### config.mk
export PLATFORM = sky130hd
export DESIGN_NAME = fkct_ram
export DESIGN_NICKNAME = d
export VERILOG_FILES = /design/src/sv/fkct_ram.sv
export SDC_FILE = /design/constraint.sdc
export NUM_CORES = 1
export LEC_CHECK = 0
export BUFFER_PORTS_ARGS = -buffer_cell sky130_fd_sc_hd__buf_2
export CORE_UTILIZATION = 54
export DETAILED_ROUTE_END_ITERATION = 10
export GPL_TIMING_DRIVEN = 0
export PLACE_DENSITY = 0.74
export SLEW_MARGIN = 20
export SYNTH_ARGS = -nofsm -noshare
export SYNTH_HDL_FRONTEND = slang
export SYNTH_SLANG_ARGS = --single-unit
### constraint.sdc
create_clock -name clk -period 1.9 [get_ports clk]
set_input_delay 0.285 -clock clk [delete_from_list [all_inputs] [get_ports clk]]
set_output_delay 0.285 -clock clk [all_outputs]
set_load 0.005 [all_outputs]
### src/sv/fkct_ram.sv
// Generic simple dual-port RAM, one write port, one registered read port.
module fkct_ram #(
	parameter int WIDTH = 8,
	parameter int DEPTH = 16
) (
	input  logic                     clk,
	input  logic                     we,
	input  logic [$clog2(DEPTH)-1:0] waddr,
	input  logic [WIDTH-1:0]         wdata,
	input  logic [$clog2(DEPTH)-1:0] raddr,
	output logic [WIDTH-1:0]         rdata
);

	logic [WIDTH-1:0] mem [DEPTH];

	always_ff @(posedge clk) begin
		if (we) begin
			mem[waddr] <= wdata;
		end
		rdata <= mem[raddr];
	end

endmodule

### After elaboration in Yosys (flattened, before gate mapping)

Memories as Yosys holds them, arrays and structs flattened. A register that Yosys moved wholly into a read port is not among the register bits.
Cells that the tools add are included.

| word-level totals | value |
|---|---|
| RAM bits | 128 |
| bits of input ports | 18 |
| logic and storage cells | 3 |
| register bits after elaboration | 0 |
| memories | 1 |
| output and inout port bits | 8 |

| operators by class | value |
|---|---|
| mux-type cells | 2 |

Memory list:

| memory | words | bits a word | rd ports | clocked after Yosys merged registers in | wr ports | RTL line | source |
|---|---|---|---|---|---|---|---|
| mem | 16 | 8 | 1 | 1 | 1 | 14 | `logic [WIDTH-1:0] mem [DEPTH];` |

Operators by type and width:

| cell | count |
|---|---|
| 1-bit two-way mux | 2 |

### Logic depth before layout (Yosys ltp)

| logic depth | value |
|---|---|
| word-level depth | 2 |
| mapped depth | 5 |
| mapped depth without buffers | 3 |

### Worst setup path before layout

Ideal clock, no wire load.

| path | value |
|---|---|
| path type | input -> register |
| from | input waddr[2] |
| to | memory mem[0][0] (enable) |
| stages | 2 |
| path slack | 0.122 ns |
| library setup time | 0.383 ns |
| required time | 1.517 ns |
| buffers on the path | 0 |
| arrival time | 1.395 ns |
| path through | or3b_2 nor3_1 |

RTL lines:

| what | RTL line | source |
|---|---|---|
| start: declaration | 8 | `input logic [$clog2(DEPTH)-1:0] waddr,` |
| end: declaration | 14 |  |

No word-level cell before the write port.

### Final worst setup path

| path | value |
|---|---|
| from | input waddr[2] |
| to | memory mem[2][6] (enable) |

No word-level cell before the write port.

==> impl_metrics.json <==
{
  "status": "completed",
  "syn_nets": 247,
  "synth_edf_count": 128,
  "track_usage_pct": 21.5,
  "grt_pass1_vias": 2325,
  "yosysTopAreaCellShare_pct": 74.7,
  "slew_violations": 0,
  "endpoint_kind": "flip-flop",
  "routed_via_density": 5.79,
  "chipHeight_um": 99.6,
  "cts.sinks": 136,
  "async_flop_share_pct": 0,
  "ant_nets": 0,
  "nets": 290,
  "drt_first_pass_iters": 4,
  "critical_path_class": "primary input to flip-flop",
  "drt-initial-drc-count": 307,
  "syn2layout_area_growth_pct": 18.2,
  "peakVddDrop_v": 0.000803,
  "ys_types": 19,
  "fin_area_um2": 6080,
  "pin_count": 26,
  "post-route-min-period_ns": 1.46,
  "worstSkewPairLatency_ns": 0.50,
  "fmax_mhz": 686,
  "critPathLaunchType": "primary input",
  "initial_core_util_pct": 55.7,
  "finalHoldViolCount": 0,
  "crit_buf_inv": 1,
  "slew_headroom_pct": 45.9,
  "fillers": 592,
  "yosysTopAreaCell": "edfxtp_1",
  "grt_pass1_wl_um": 14300,
  "die-area_um2": 9930,
  "m1WireLength_um": 4340,
  "gp_congestion": 0.703,
  "critical_path.top_delay_family": "simple AND/OR/NAND/NOR gates",
  "synth_top_flop_cell": "edfxtp_1",
  "numPortBuffers": 24,
  "critPathRequiredTime_ns": 2.03,
  "wl_um": 9580,
  "tightest_slew_ns": 0.808,
  "fin_skew_ns": 0.00948,
  "worstPathMaxFanout": 8,
  "cts_tree": "built",
  "root_buffer": "clkbuf_8",
  "cts_buffers": 17,
  "hold_buffers": 0,
  "fp.dieW_um": 99.6,
  "wl_met2_um": 4560,
  "grt_max_degree": 17,
  "final-instance-count-excl-fill": 414,
  "dp_hpwl_um": 5750,
  "arrival_ns": 1.59,
  "top_layer_used": "met4",
  "clk_pin_slew_worst_paths_ns": 0.06,
  "hold_class": "primary input to flip-flop",
  "crit_chain": "buf_2 > or3b_2 > nor2_1",
  "maxCapViolations": 0,
  "routed-via-count": 2399,
  "wire_per_inst_um": 23.1,
  "rows": 35,
  "ys_seq_area_share_pct": 77.8,
  "postCtsResizedCells": 0,
  "tns_ns": 0,
  "n_antenna_cell": 0,
  "synth_area_leaders": "edfxtp_1, mux4_2, mux4_1",
  "grt_overflow": 0,
  "cellLeakagePower_nw": 2.05,
  "ys_seq_elements": 136,
  "htreeDepth": 4,
  "antenna_found_initial": 0,
  "synthTopCellsByCount": "edfxtp_1, mux4_2, a22oi_1, mux4_1, nor2_1",
  "finalSetupViolations": 0,
  "rsz0062_at_grt": "no",
  "syn_area_um2": 5150,
  "finalCritPeriodShare_pct": 76.7,
  "worst_path_max_delay_cell": "nor2_1",
  "wl_met3_um": 567,
  "powerDensity_nw_per_um2": 1170,
  "coreArea_um2": 9240,
  "yosys_warnings": 0,
  "synth.most_common_cell": "edfxtp_1",
  "drc": 0,
  "placedCellCount": 382,
  "clockBufferDepth": 2,
  "post-cts-setup-buffer-count": 0,
  "drive_gt1_share_pct": 30.5,
  "dpl-instance-area_um2": 5440,
  "avgSynthCellArea_um2": 22.5,
  "slowest_delay_ns": 0.65,
  "synth_cells": 229
}
[cell type report]
type                    instances  area (µm²)  share of cell area (%)
clock buffers                  20         435                    7.16
well taps                     129         161                    2.65
clock inverters                12         199                    3.27
repair buffers                 24         120                    1.97
multi-input cells              83        1080                    17.7
flip-flops and latches        136        4000                    65.8
plain buffers                  10        86.3                    1.42
[flip-flops by register name, summed over array words and instances (netlist names)]
register	cells
mem	128
rdata	8
[layout by cell type, fill, tap and decap left out, types with 2 or more instances in the layout]
| master | count |
|---|---|
| edfxtp_1 | 128 |
| buf_2 | 27 |
| mux4_2 | 18 |
| a22oi_1 | 16 |
| clkbuf_16 | 16 |
| mux4_1 | 14 |
| nor2_1 | 13 |
| nand2_1 | 9 |
| dfxtp_1 | 8 |
| bufinv_16 | 5 |
| nor3_2 | 4 |
| buf_6 | 3 |
| clkdlybuf4s25_2 | 3 |
| clkinv_4 | 3 |
| clkinv_2 | 3 |
| nand3b_1 | 2 |
| nand2b_1 | 2 |
| clkbuf_8 | 2 |
| clkbuf_1 | 2 |
[worst paths after layout]
check,startpoint,to,slack [ns],cells after the start
setup / recovery,waddr[2],mem[2][6],0.44,3
hold / removal,wdata[6],mem[14][6],0.18,1
setup reg to reg,mem[5][0],rdata[0],0.50,3
hold reg to reg,mem[8][7],rdata[7],0.69,3
[worst reg2reg max path: stages, from the launching register on]
cell,delay (ns)
edfxtp_1,0.37
mux4_1,0.55
a22oi_1,0.29
nand2_1,0.09
[routing by layer]
layer | vias to the layer above | global-route usage, %
met5 | - | 0
met4 | 0 | 7.81
met3 | 8 | 7.45
met2 | 82 | 31.3
met1 | 1251 | 30.7
li1 | 1058 | -
[report_power, final]
| part | internal (mW) | total (mW) | switching (mW) |
|---|---|---|---|
| logic | 0.133 | 0.315 | 0.182 |
| registers | 3.36 | 3.37 | 0.0162 |
| clock network | 2.30 | 3.45 | 1.15 |
[stage by stage]
step	hold WS, ns	util (%)	setup WS, ns	power (mW)
after detailed placement	0.663	58.9	-0.0725	3.75
after global placement	0.655	58.8	-0.440	3.73
after CTS	0.159	65.8	0.463	7.18
after floorplan	0.384	-	0.122	3.60
final	0.176	65.8	0.443	7.14
after global routing	0.165	65.8	0.373	7.33
[cell families after synthesis]
kind of cell / after synthesis / synth area share, %
AOI/OAI and AO/OA: 16 / 2.33
buffers and inverters: 10 / 1.68
DFF: 136 / 77.8
muxes: 32 / 15.0
and+or+nand+nor: 35 / 3.18
Power figures use the tool's default switching activity.
