File: config.mk
export PLATFORM = sky130hd
export DESIGN_NAME = fkct_ctrl
export DESIGN_NICKNAME = d
export VERILOG_FILES = /design/src/sv/fkct_pkg.sv /design/src/sv/fkct_ctrl.sv
export SDC_FILE = /design/constraint.sdc
export NUM_CORES = 1
export LEC_CHECK = 0
export BUFFER_PORTS_ARGS = -buffer_cell sky130_fd_sc_hd__buf_2
export CAP_MARGIN = 20
export CORE_ASPECT_RATIO = 1.75
export CORE_MARGIN = 2
export CORE_UTILIZATION = 51
export DETAILED_ROUTE_END_ITERATION = 8
export PLACE_DENSITY = 0.81
export SETUP_SLACK_MARGIN = 0.15
export SLEW_MARGIN = 10
export SYNTH_ARGS = -nofsm -noshare
export SYNTH_HDL_FRONTEND = slang
export SYNTH_SLANG_ARGS = --single-unit
File: constraint.sdc
create_clock -name clk -period 3.25 [get_ports clk]
set_input_delay 0.4875 -clock clk [delete_from_list [all_inputs] [get_ports clk]]
set_output_delay 0.4875 -clock clk [all_outputs]
set_load 0.01 [all_outputs]
File: src/sv/fkct_pkg.sv
// Shared types, constants and helpers for the keyed Fenwick count table.
package fkct_pkg;

	localparam int CNT_W = 20;
	localparam int ACC_W = CNT_W + 4;

	localparam logic signed [CNT_W-1:0] CNT_MAX = {1'b0, {(CNT_W-1){1'b1}}};
	localparam logic signed [CNT_W-1:0] CNT_MIN = {1'b1, {(CNT_W-1){1'b0}}};

	typedef enum logic [1:0] {
		REQ_ADD   = 2'd0,
		REQ_DEL   = 2'd1,
		REQ_QUERY = 2'd2,
		REQ_RSVD  = 2'd3
	} req_t;

	typedef enum logic [2:0] {
		ST_CLEAR,
		ST_IDLE,
		ST_READ,
		ST_MOD,
		ST_FIN
	} state_t;

	typedef struct packed {
		logic                    valid;
		logic signed [CNT_W-1:0] count;
	} result_t;

	// clamp the wide query sum to the count range
	function automatic logic signed [CNT_W-1:0] sat_acc(input logic signed [ACC_W-1:0] a);
		logic signed [ACC_W-1:0] hi;
		logic signed [ACC_W-1:0] lo;
		hi = ACC_W'(CNT_MAX);
		lo = ACC_W'(CNT_MIN);
		if (a > hi) begin
			return CNT_MAX;
		end else if (a < lo) begin
			return CNT_MIN;
		end
		return a[CNT_W-1:0];
	endfunction

endpackage

File: src/sv/fkct_ctrl.sv
// Tree walk sequencer: clear sweep, read-modify-write of node counts, query sum.
module fkct_ctrl #(
	parameter int TIME_SIZE  = 256,
	parameter int VALUE_SIZE = 256,
	localparam int TW = $clog2(TIME_SIZE),
	localparam int KW = $clog2(VALUE_SIZE),
	localparam int AW = TW + KW
) (
	input  logic                          clk,
	input  logic                          arst_n,
	input  logic                          in_valid,
	output logic                          in_ready,
	input  logic [1:0]                    req_type,
	input  logic [8:0]                    time_index,
	input  logic [7:0]                    value_key,
	input  logic                          out_free,
	output fkct_pkg::result_t             res,
	output logic                          ram_we,
	output logic [AW-1:0]                 ram_waddr,
	output logic [fkct_pkg::CNT_W-1:0]    ram_wdata,
	output logic [AW-1:0]                 ram_raddr,
	input  logic [fkct_pkg::CNT_W-1:0]    ram_rdata
);

	// node index holds 1..TIME_SIZE and one upward step past it
	localparam int IW = $clog2(TIME_SIZE + 1) + 1;
	localparam logic [IW-1:0] NODE_LAST = IW'(TIME_SIZE);

	fkct_pkg::state_t state_q, state_d;

	logic [AW-1:0]                     clr_q;
	logic [IW-1:0]                     node_q;
	logic [KW-1:0]                     key_q;
	logic                              upd_q;
	logic                              sub_q;
	logic signed [fkct_pkg::ACC_W-1:0] acc_q;

	logic [31:0]   t32;
	logic [31:0]   k32;
	logic [31:0]   tq32;
	logic          key_ok;
	logic          is_upd;
	logic          is_qry;
	logic          upd_go;
	logic          qry_walk;
	logic [IW-1:0] node_m1;
	logic [IW-1:0] lowbit;
	logic [IW-1:0] node_up;
	logic [IW-1:0] node_dn;
	logic signed [fkct_pkg::CNT_W-1:0] cnt;
	logic signed [fkct_pkg::CNT_W-1:0] cnt_new;

	assign t32      = {23'b0, time_index};
	assign k32      = {24'b0, value_key};
	assign tq32     = (t32 > 32'(TIME_SIZE)) ? 32'(TIME_SIZE) : t32;
	assign key_ok   = k32 < 32'(VALUE_SIZE);
	assign is_upd   = (req_type == fkct_pkg::REQ_ADD) || (req_type == fkct_pkg::REQ_DEL);
	assign is_qry   = req_type == fkct_pkg::REQ_QUERY;
	assign upd_go   = is_upd && key_ok && (t32 != 32'd0) && (t32 <= 32'(TIME_SIZE));
	assign qry_walk = is_qry && key_ok && (t32 != 32'd0);

	assign node_m1 = node_q - IW'(1);
	assign lowbit  = node_q & (~node_q + IW'(1));
	assign node_up = node_q + lowbit;
	assign node_dn = node_q - lowbit;

	assign cnt = ram_rdata;
	always_comb begin
		cnt_new = cnt;
		if (sub_q) begin
			if (cnt != fkct_pkg::CNT_MIN) cnt_new = cnt - fkct_pkg::CNT_W'(1);
		end else begin
			if (cnt != fkct_pkg::CNT_MAX) cnt_new = cnt + fkct_pkg::CNT_W'(1);
		end
	end

	// next state
	always_comb begin
		state_d = state_q;
		unique case (state_q)
			fkct_pkg::ST_CLEAR: begin
				if (&clr_q) state_d = fkct_pkg::ST_IDLE;
			end
			fkct_pkg::ST_IDLE: begin
				if (in_valid) begin
					if (upd_go || qry_walk) state_d = fkct_pkg::ST_READ;
					else if (is_qry) state_d = fkct_pkg::ST_FIN;
				end
			end
			fkct_pkg::ST_READ: begin
				state_d = fkct_pkg::ST_MOD;
			end
			fkct_pkg::ST_MOD: begin
				if (upd_q) begin
					state_d = (node_up <= NODE_LAST) ? fkct_pkg::ST_READ : fkct_pkg::ST_IDLE;
				end else begin
					state_d = (node_dn != '0) ? fkct_pkg::ST_READ : fkct_pkg::ST_FIN;
				end
			end
			fkct_pkg::ST_FIN: begin
				if (out_free) state_d = fkct_pkg::ST_IDLE;
			end
			default: state_d = fkct_pkg::ST_CLEAR;
		endcase
	end

	// outputs
	always_comb begin
		in_ready   = 1'b0;
		ram_we     = 1'b0;
		ram_waddr  = {node_m1[TW-1:0], key_q};
		ram_wdata  = cnt_new;
		ram_raddr  = {node_m1[TW-1:0], key_q};
		res.valid  = 1'b0;
		res.count  = fkct_pkg::sat_acc(acc_q);
		unique case (state_q)
			fkct_pkg::ST_CLEAR: begin
				ram_we    = 1'b1;
				ram_waddr = clr_q;
				ram_wdata = '0;
			end
			fkct_pkg::ST_IDLE: in_ready = 1'b1;
			fkct_pkg::ST_READ: ;
			fkct_pkg::ST_MOD:  ram_we = upd_q;
			fkct_pkg::ST_FIN:  res.valid = out_free;
			default: ;
		endcase
	end

	always_ff @(posedge clk or negedge arst_n) begin
		if (!arst_n) begin
			state_q <= fkct_pkg::ST_CLEAR;
			clr_q   <= '0;
		end else begin
			state_q <= state_d;
			if (state_q == fkct_pkg::ST_CLEAR) clr_q <= clr_q + AW'(1);
		end
	end

	// walk registers, no reset needed
	always_ff @(posedge clk) begin
		case (state_q)
			fkct_pkg::ST_IDLE: begin
				node_q <= tq32[IW-1:0];
				key_q  <= k32[KW-1:0];
				upd_q  <= is_upd;
				sub_q  <= req_type == fkct_pkg::REQ_DEL;
				acc_q  <= '0;
			end
			fkct_pkg::ST_MOD: begin
				if (upd_q) begin
					node_q <= node_up;
				end else begin
					node_q <= node_dn;
					acc_q  <= acc_q + fkct_pkg::ACC_W'(cnt);
				end
			end
			default: ;
		endcase
	end

`ifndef ASSERT_OFF
	a_busy_no_accept: assert property (@(posedge clk) disable iff (!arst_n)
		state_q != fkct_pkg::ST_IDLE |-> !in_ready)
		else $error("input accepted while walking or clearing");
	a_write_source: assert property (@(posedge clk) disable iff (!arst_n)
		ram_we |-> (state_q == fkct_pkg::ST_CLEAR) || (state_q == fkct_pkg::ST_MOD && upd_q))
		else $error("count store written outside clear or update");
	a_node_range: assert property (@(posedge clk) disable iff (!arst_n)
		state_q == fkct_pkg::ST_READ |-> (node_q != '0) && (node_q <= NODE_LAST))
		else $error("tree node out of range");
	a_single_result: assert property (@(posedge clk) disable iff (!arst_n)
		res.valid |=> !res.valid)
		else $error("query produced two results");
`endif

endmodule

======== Word-level counts from Yosys, hierarchy flattened ========
Index checks and enable logic that the tools add are counted.
word-level totals
  bits in writable memories ............... 0
  output and inout bits ................... 75
  word-level logic and storage cells ...... 78
  register bits after elaboration ......... 63
  bits in latches ......................... 0
  bits in read-only memories .............. 0
  memories ................................ 0
  input bits .............................. 43
operators by class
  mux-type cells .......................... 27
  order comparisons ....................... 6
  divide/modulo/power cells ............... 0
  add/sub/neg operators ................... 8
  reduce and logical (&&, ||, !) cells .... 15
  bitwise operators ....................... 2
  eq/ne operators ......................... 13
  multipliers ............................. 0
  shifts and indexed selects .............. 0
operators with widths
  kind                   number
  $mux 20                7
  $pmux 24 s2            1
  $ne 20x20->1 const B   2
  $reduce_bool 32->1     1
  $add 24x20->24         1
  $gt 24x20->1 const B   1
  $lt 24x20->1 const B   1
  $mux 24                1
  $mux 3                 7
  $add 20x2->20 const B  1
  $pmux 10 s2            1
  $sub 20x2->20 const B  1
  $add 16x1->16 const B  1
  $mux 16                1
  $reduce_and 16->1      1
  $pmux 3 s5             1
  $add 10x1->10 const B  1
  $add 10x10->10         1
  $and 10x10->10         1
  $le 10x9->1 const B    1
  $mux 10                1
  $not 10->10            1
  $reduce_bool 10->1     1
  $sub 10x10->10         1
  22 further kinds       34

======== Logic depth before layout (Yosys ltp) ========
  depth in word-level cells ............... 9
  gate-level depth with buffers ........... 12
  depth with buffers taken out ............ 12

======== Least setup slack after synthesis ========
OpenSTA, ideal clock, no wires.
  path kind ............................... input to output
  start point ............................. in ram_rdata[4] (netlist name)
  end point ............................... out ram_wdata[10] (netlist name)
  slack ................................... 97 ps
  buffers on the path ..................... 1
  required time ........................... 2762 ps
  arrival time ............................ 2666 ps
  stages .................................. 9
  cell sequence ........................... clkbuf_1 > nand4_1 > or4_1 > nor4_2 > a21oi_1 > nand2b_1 > o32ai_1 > xnor2_1 > nor2_1
between the ends
  cells in the longest elaborated chain, start to end .. 4
  elaborated cells on any way between the ends .. 8
  classes of those cells .................. add/sub (2); eq/ne (2); mux (4)
ends and longest elaborated chain
  item                                   line                              RTL
  start: declaration                     fkct_ctrl.sv:22                   input logic [fkct_pkg::CNT_W-1:0] ram_rdata
  $add 20x2->20 (tied with other cells)  fkct_ctrl.sv:73                   if (cnt != fkct_pkg::CNT_MAX) cnt_new = cnt + fkct_pkg::CNT_W'(1);
  $mux 20 (on tied branches)             fkct_ctrl.sv:73, fkct_ctrl.sv:71
  $mux 20 (*)                            fkct_ctrl.sv:70                   if (sub_q) begin
  $mux 20 (*)                            fkct_ctrl.sv:116                  unique case (state_q)
  end: declaration                       fkct_ctrl.sv:20                   output logic [fkct_pkg::CNT_W-1:0] ram_wdata,
Every way passes the cells marked *; elsewhere a longest branch is shown, timed or not.

======== Worst setup path after layout ========
  start point ............................. in ram_rdata[12] (netlist name)
  end point ............................... out ram_wdata[6] (netlist name)
between the ends
  cells in the longest elaborated chain, start to end .. 4
  elaborated cells on any way between the ends .. 6
  classes of those cells .................. eq/ne (2); mux (4)
ends and longest elaborated chain
  item                             line
  $ne 20x20->1 (on tied branches)  fkct_ctrl.sv:73, fkct_ctrl.sv:71
  $mux 20 (on tied branches)       fkct_ctrl.sv:73, fkct_ctrl.sv:71
  $mux 20 (*)                      fkct_ctrl.sv:70
  $mux 20 (*)                      fkct_ctrl.sv:116
Marks and branches as above.

==> flow_summary.json <==
{
  "fin_crit_sh": 0.980,
  "rsz0062_at_grt": "yes",
  "clk_pin_slew_worst_paths_ns": 0.06,
  "use_met2": 0.548,
  "synthToLayoutAreaGrowth_pct": 25.9,
  "hold_buffers": 0,
  "crit_chain": "buf_6 -> or4_4 -> or3_4 -> o31a_1 -> nand3_1 -> or3_1 -> o21ai_0 -> xnor2_1 -> nor2_1 -> buf_2",
  "cp_max_fo": 6,
  "endpoint_kind": "output port",
  "cp_slowest_stage_delay_ns": 0.53,
  "power_leakage_nw": 3.30,
  "syn-cell-area_um2": 5920,
  "rows": 52,
  "firstDrtPassIters": 5,
  "overflow": 0,
  "synthTopCellsByArea": "edfxtp_1 22%, dfrtp_1 8.0%, ha_1 7.6%",
  "insertedDiodeCount": 0,
  "timing.rr.start": "node_q[3]",
  "ys_types": 66,
  "grt_use_met1": 0.299,
  "seq_area_frac_synth": 0.303,
  "peakVddDrop_v": 0.000755,
  "antenna_found_initial": 1,
  "cts-root-buf": "clkbuf_16",
  "cp-start-kind": "input pin",
  "dp_hpwl_um": 14000,
  "dieArea_um2": 12500,
  "reg2reg_slack_ns": 0.31,
  "drt_iter0_drc": 342,
  "drc": 0,
  "max_cap_viol_count": 0,
  "synth_commonest_cells": "85 x nor2_1, 69 x nand2_1, 44 x edfxtp_1",
  "synth_enable_flop_cells": 44,
  "fp.dieH_um": 147,
  "grt_max_degree": 27,
  "ys.flop_type": "edfxtp_1",
  "yosysMostFrequentCell": "nor2_1",
  "grt_pass1_wl_um": 28800,
  "drive_gt1_frac": 0.265,
  "synth_top_area_frac": 0.223,
  "io_buffers": 117,
  "clk_path_buf_depth": 2,
  "io_pins": 118,
  "setup_viol": 0,
  "tightest_slew_ns": 0.889,
  "setup_tns_ns": 0,
  "vias_per_cell": 6.16,
  "wl_per_cell_um": 18.5,
  "multi_input_area_um2": 4070,
  "num-nets-final": 944,
  "min_path_type": "input pin to async pin",
  "core_area_um2": 11500,
  "finalWeightedCongestion": 0.961,
  "grt_pass1_vias": 5947,
  "clock_skew_ns": 0.00547,
  "required_ns": 2.76,
  "cts_buffers": 9,
  "slowest_stage": "or4_4",
  "clock_latency_ns": 0.33,
  "crit_type": "input pin to output port",
  "cts.sinks": 63,
  "p_per_area_nw_per_um2": 955,
  "min_period_ns": 3.18,
  "hold_viol_final": 0,
  "maxSlewViolCount": 0,
  "fill_cells": 992,
  "cts_tree": "built",
  "vias": 6185,
  "wl_um": 18600,
  "status": "finished, final reports clean",
  "ys_warn_count": 0,
  "htree_levels": 3,
  "synth_seq_cells": 63,
  "regArea_um2": 1800,
  "ant_nets": 0,
  "track_usage": 0.289,
  "syn-num-nets": 798,
  "die_x_um": 85.5,
  "crit_arrival_ns": 2.70,
  "start_util": 0.517,
  "yosysTopAreaCell": "edfxtp_1",
  "avgSynthCellArea_um2": 8.25,
  "grt_busiest_layer": "met2",
  "maxSlewHeadroom": 0.407,
  "syn-instance-count": 718,
  "clock.fmax_mhz": 314,
  "use_met3": 0.0418,
  "fin_util": 0.651,
  "ys_async_sr_fraction": 0.302,
  "crit_start": "ram_rdata[12]"
}
==> registers in the layout, summed over array words and instances (netlist names) <==
name,cells
key_q,8
node_q,10
sub_q,1
upd_q,1
state_q,3
clr_q,16
acc_q,24
==> cell usage in the layout (no fill, tap or decap), types with 7 or more instances in the layout <==
master / n
a21oi_1: 39
and2_1: 7
nand4_1: 15
xnor2_1: 41
nor2_1: 83
nand2_1: 68
nand2b_1: 11
xor2_1: 18
or3_1: 8
buf_2: 116
inv_1: 22
nor3_1: 19
nand3_1: 21
ha_1: 35
o21a_1: 9
a211oi_1: 9
buf_4: 53
mux2i_1: 7
edfxtp_1: 44
nor4_1: 7
and3_1: 7
clkbuf_16: 11
o211ai_1: 7
nand3b_1: 9
dfrtp_1: 19
o21ai_0: 31
a21o_1: 34
nor2b_1: 7
==> cell families (layout without fill, tap and decap cells) <==
logic type | Yosys count | in the layout | synth area share
muxes | 10 | 10 | 0.0175
adders and majority gates | 37 | 37 | 0.0795
DFF | 63 | 63 | 0.303
buffers and inverters | 62 | 213 | 0.0406
AOI/OAI and AO/OA | 181 | 181 | 0.206
xor gates and xnor gates | 59 | 59 | 0.0873
and+or+nand+nor | 306 | 306 | 0.265
==> per-stage QoR <==
stage / power [mW] / std cells / setup WS, ns / area, µm² / hold slack (ns)
finish: 7.12 / 1004 / 0.0665 / 7450 / 0.0918
global route: 7.60 / 1004 / -0.0315 / 7450 / 0.123
CTS: 6.97 / 998 / 0.154 / 7250 / 0.101
detailed placement: 5.89 / 979 / 0.0532 / 6890 / 0.454
global placement: 5.83 / 979 / 0.0654 / 6890 / 0.445
floorplan: 4.34 / 718 / 0.156 / 5930 / 0.192
==> final cells by class <==
type,count,area share
well taps,135,0.0227
flip-flops and latches,63,0.241
clock buffers,11,0.0369
repair buffers,171,0.134
inverters,26,0.0131
clock inverters,5,0.00554
multi-input cells,593,0.546
==> report_power, final <==
group          switching [mW]  internal, mW  total [mW]  leakage [nW]
clock                   0.397         0.620        1.02         0.158
sequential              0.354          1.26        1.61         0.687
combinational            2.65          1.84        4.49          2.45
==> worst max-delay path: cells and delay by family <==
kind	cells	cell delay [ns]
compound gates	2	0.46
xor+xnor	1	0.16
simple gates	5	1.35
buf+inv	2	0.24
==> per-layer routing <==
layer	part of all wire	vias to the layer above
met4	0.048	0
met5	0	-
met2	0.55	264
met3	0.053	75
met1	0.35	2905
li1	-	2941
==> worst paths after layout <==
kind	end	depth (start not counted)
setup / recovery	ram_wdata[6]	10
hold / removal	clr_q[14]	1
setup reg to reg	state_q[2]	9
hold reg to reg	clr_q[9]	1
max in group asynchronous	state_q[2]	1
min in group clk	key_q[2]	1
==> timing repair <==
| action | 4_1_cts | 5_1_grt |
|---|---|---|
| buffers inserted | 3 | 6 |
| pin swaps | 2 | 18 |
| endpoints found under the setup margin | 8 | 31 |
| gates resized for setup | 6 | 29 |
| gates cloned | 0 | 0 |
Power figures use the tool's default switching activity.
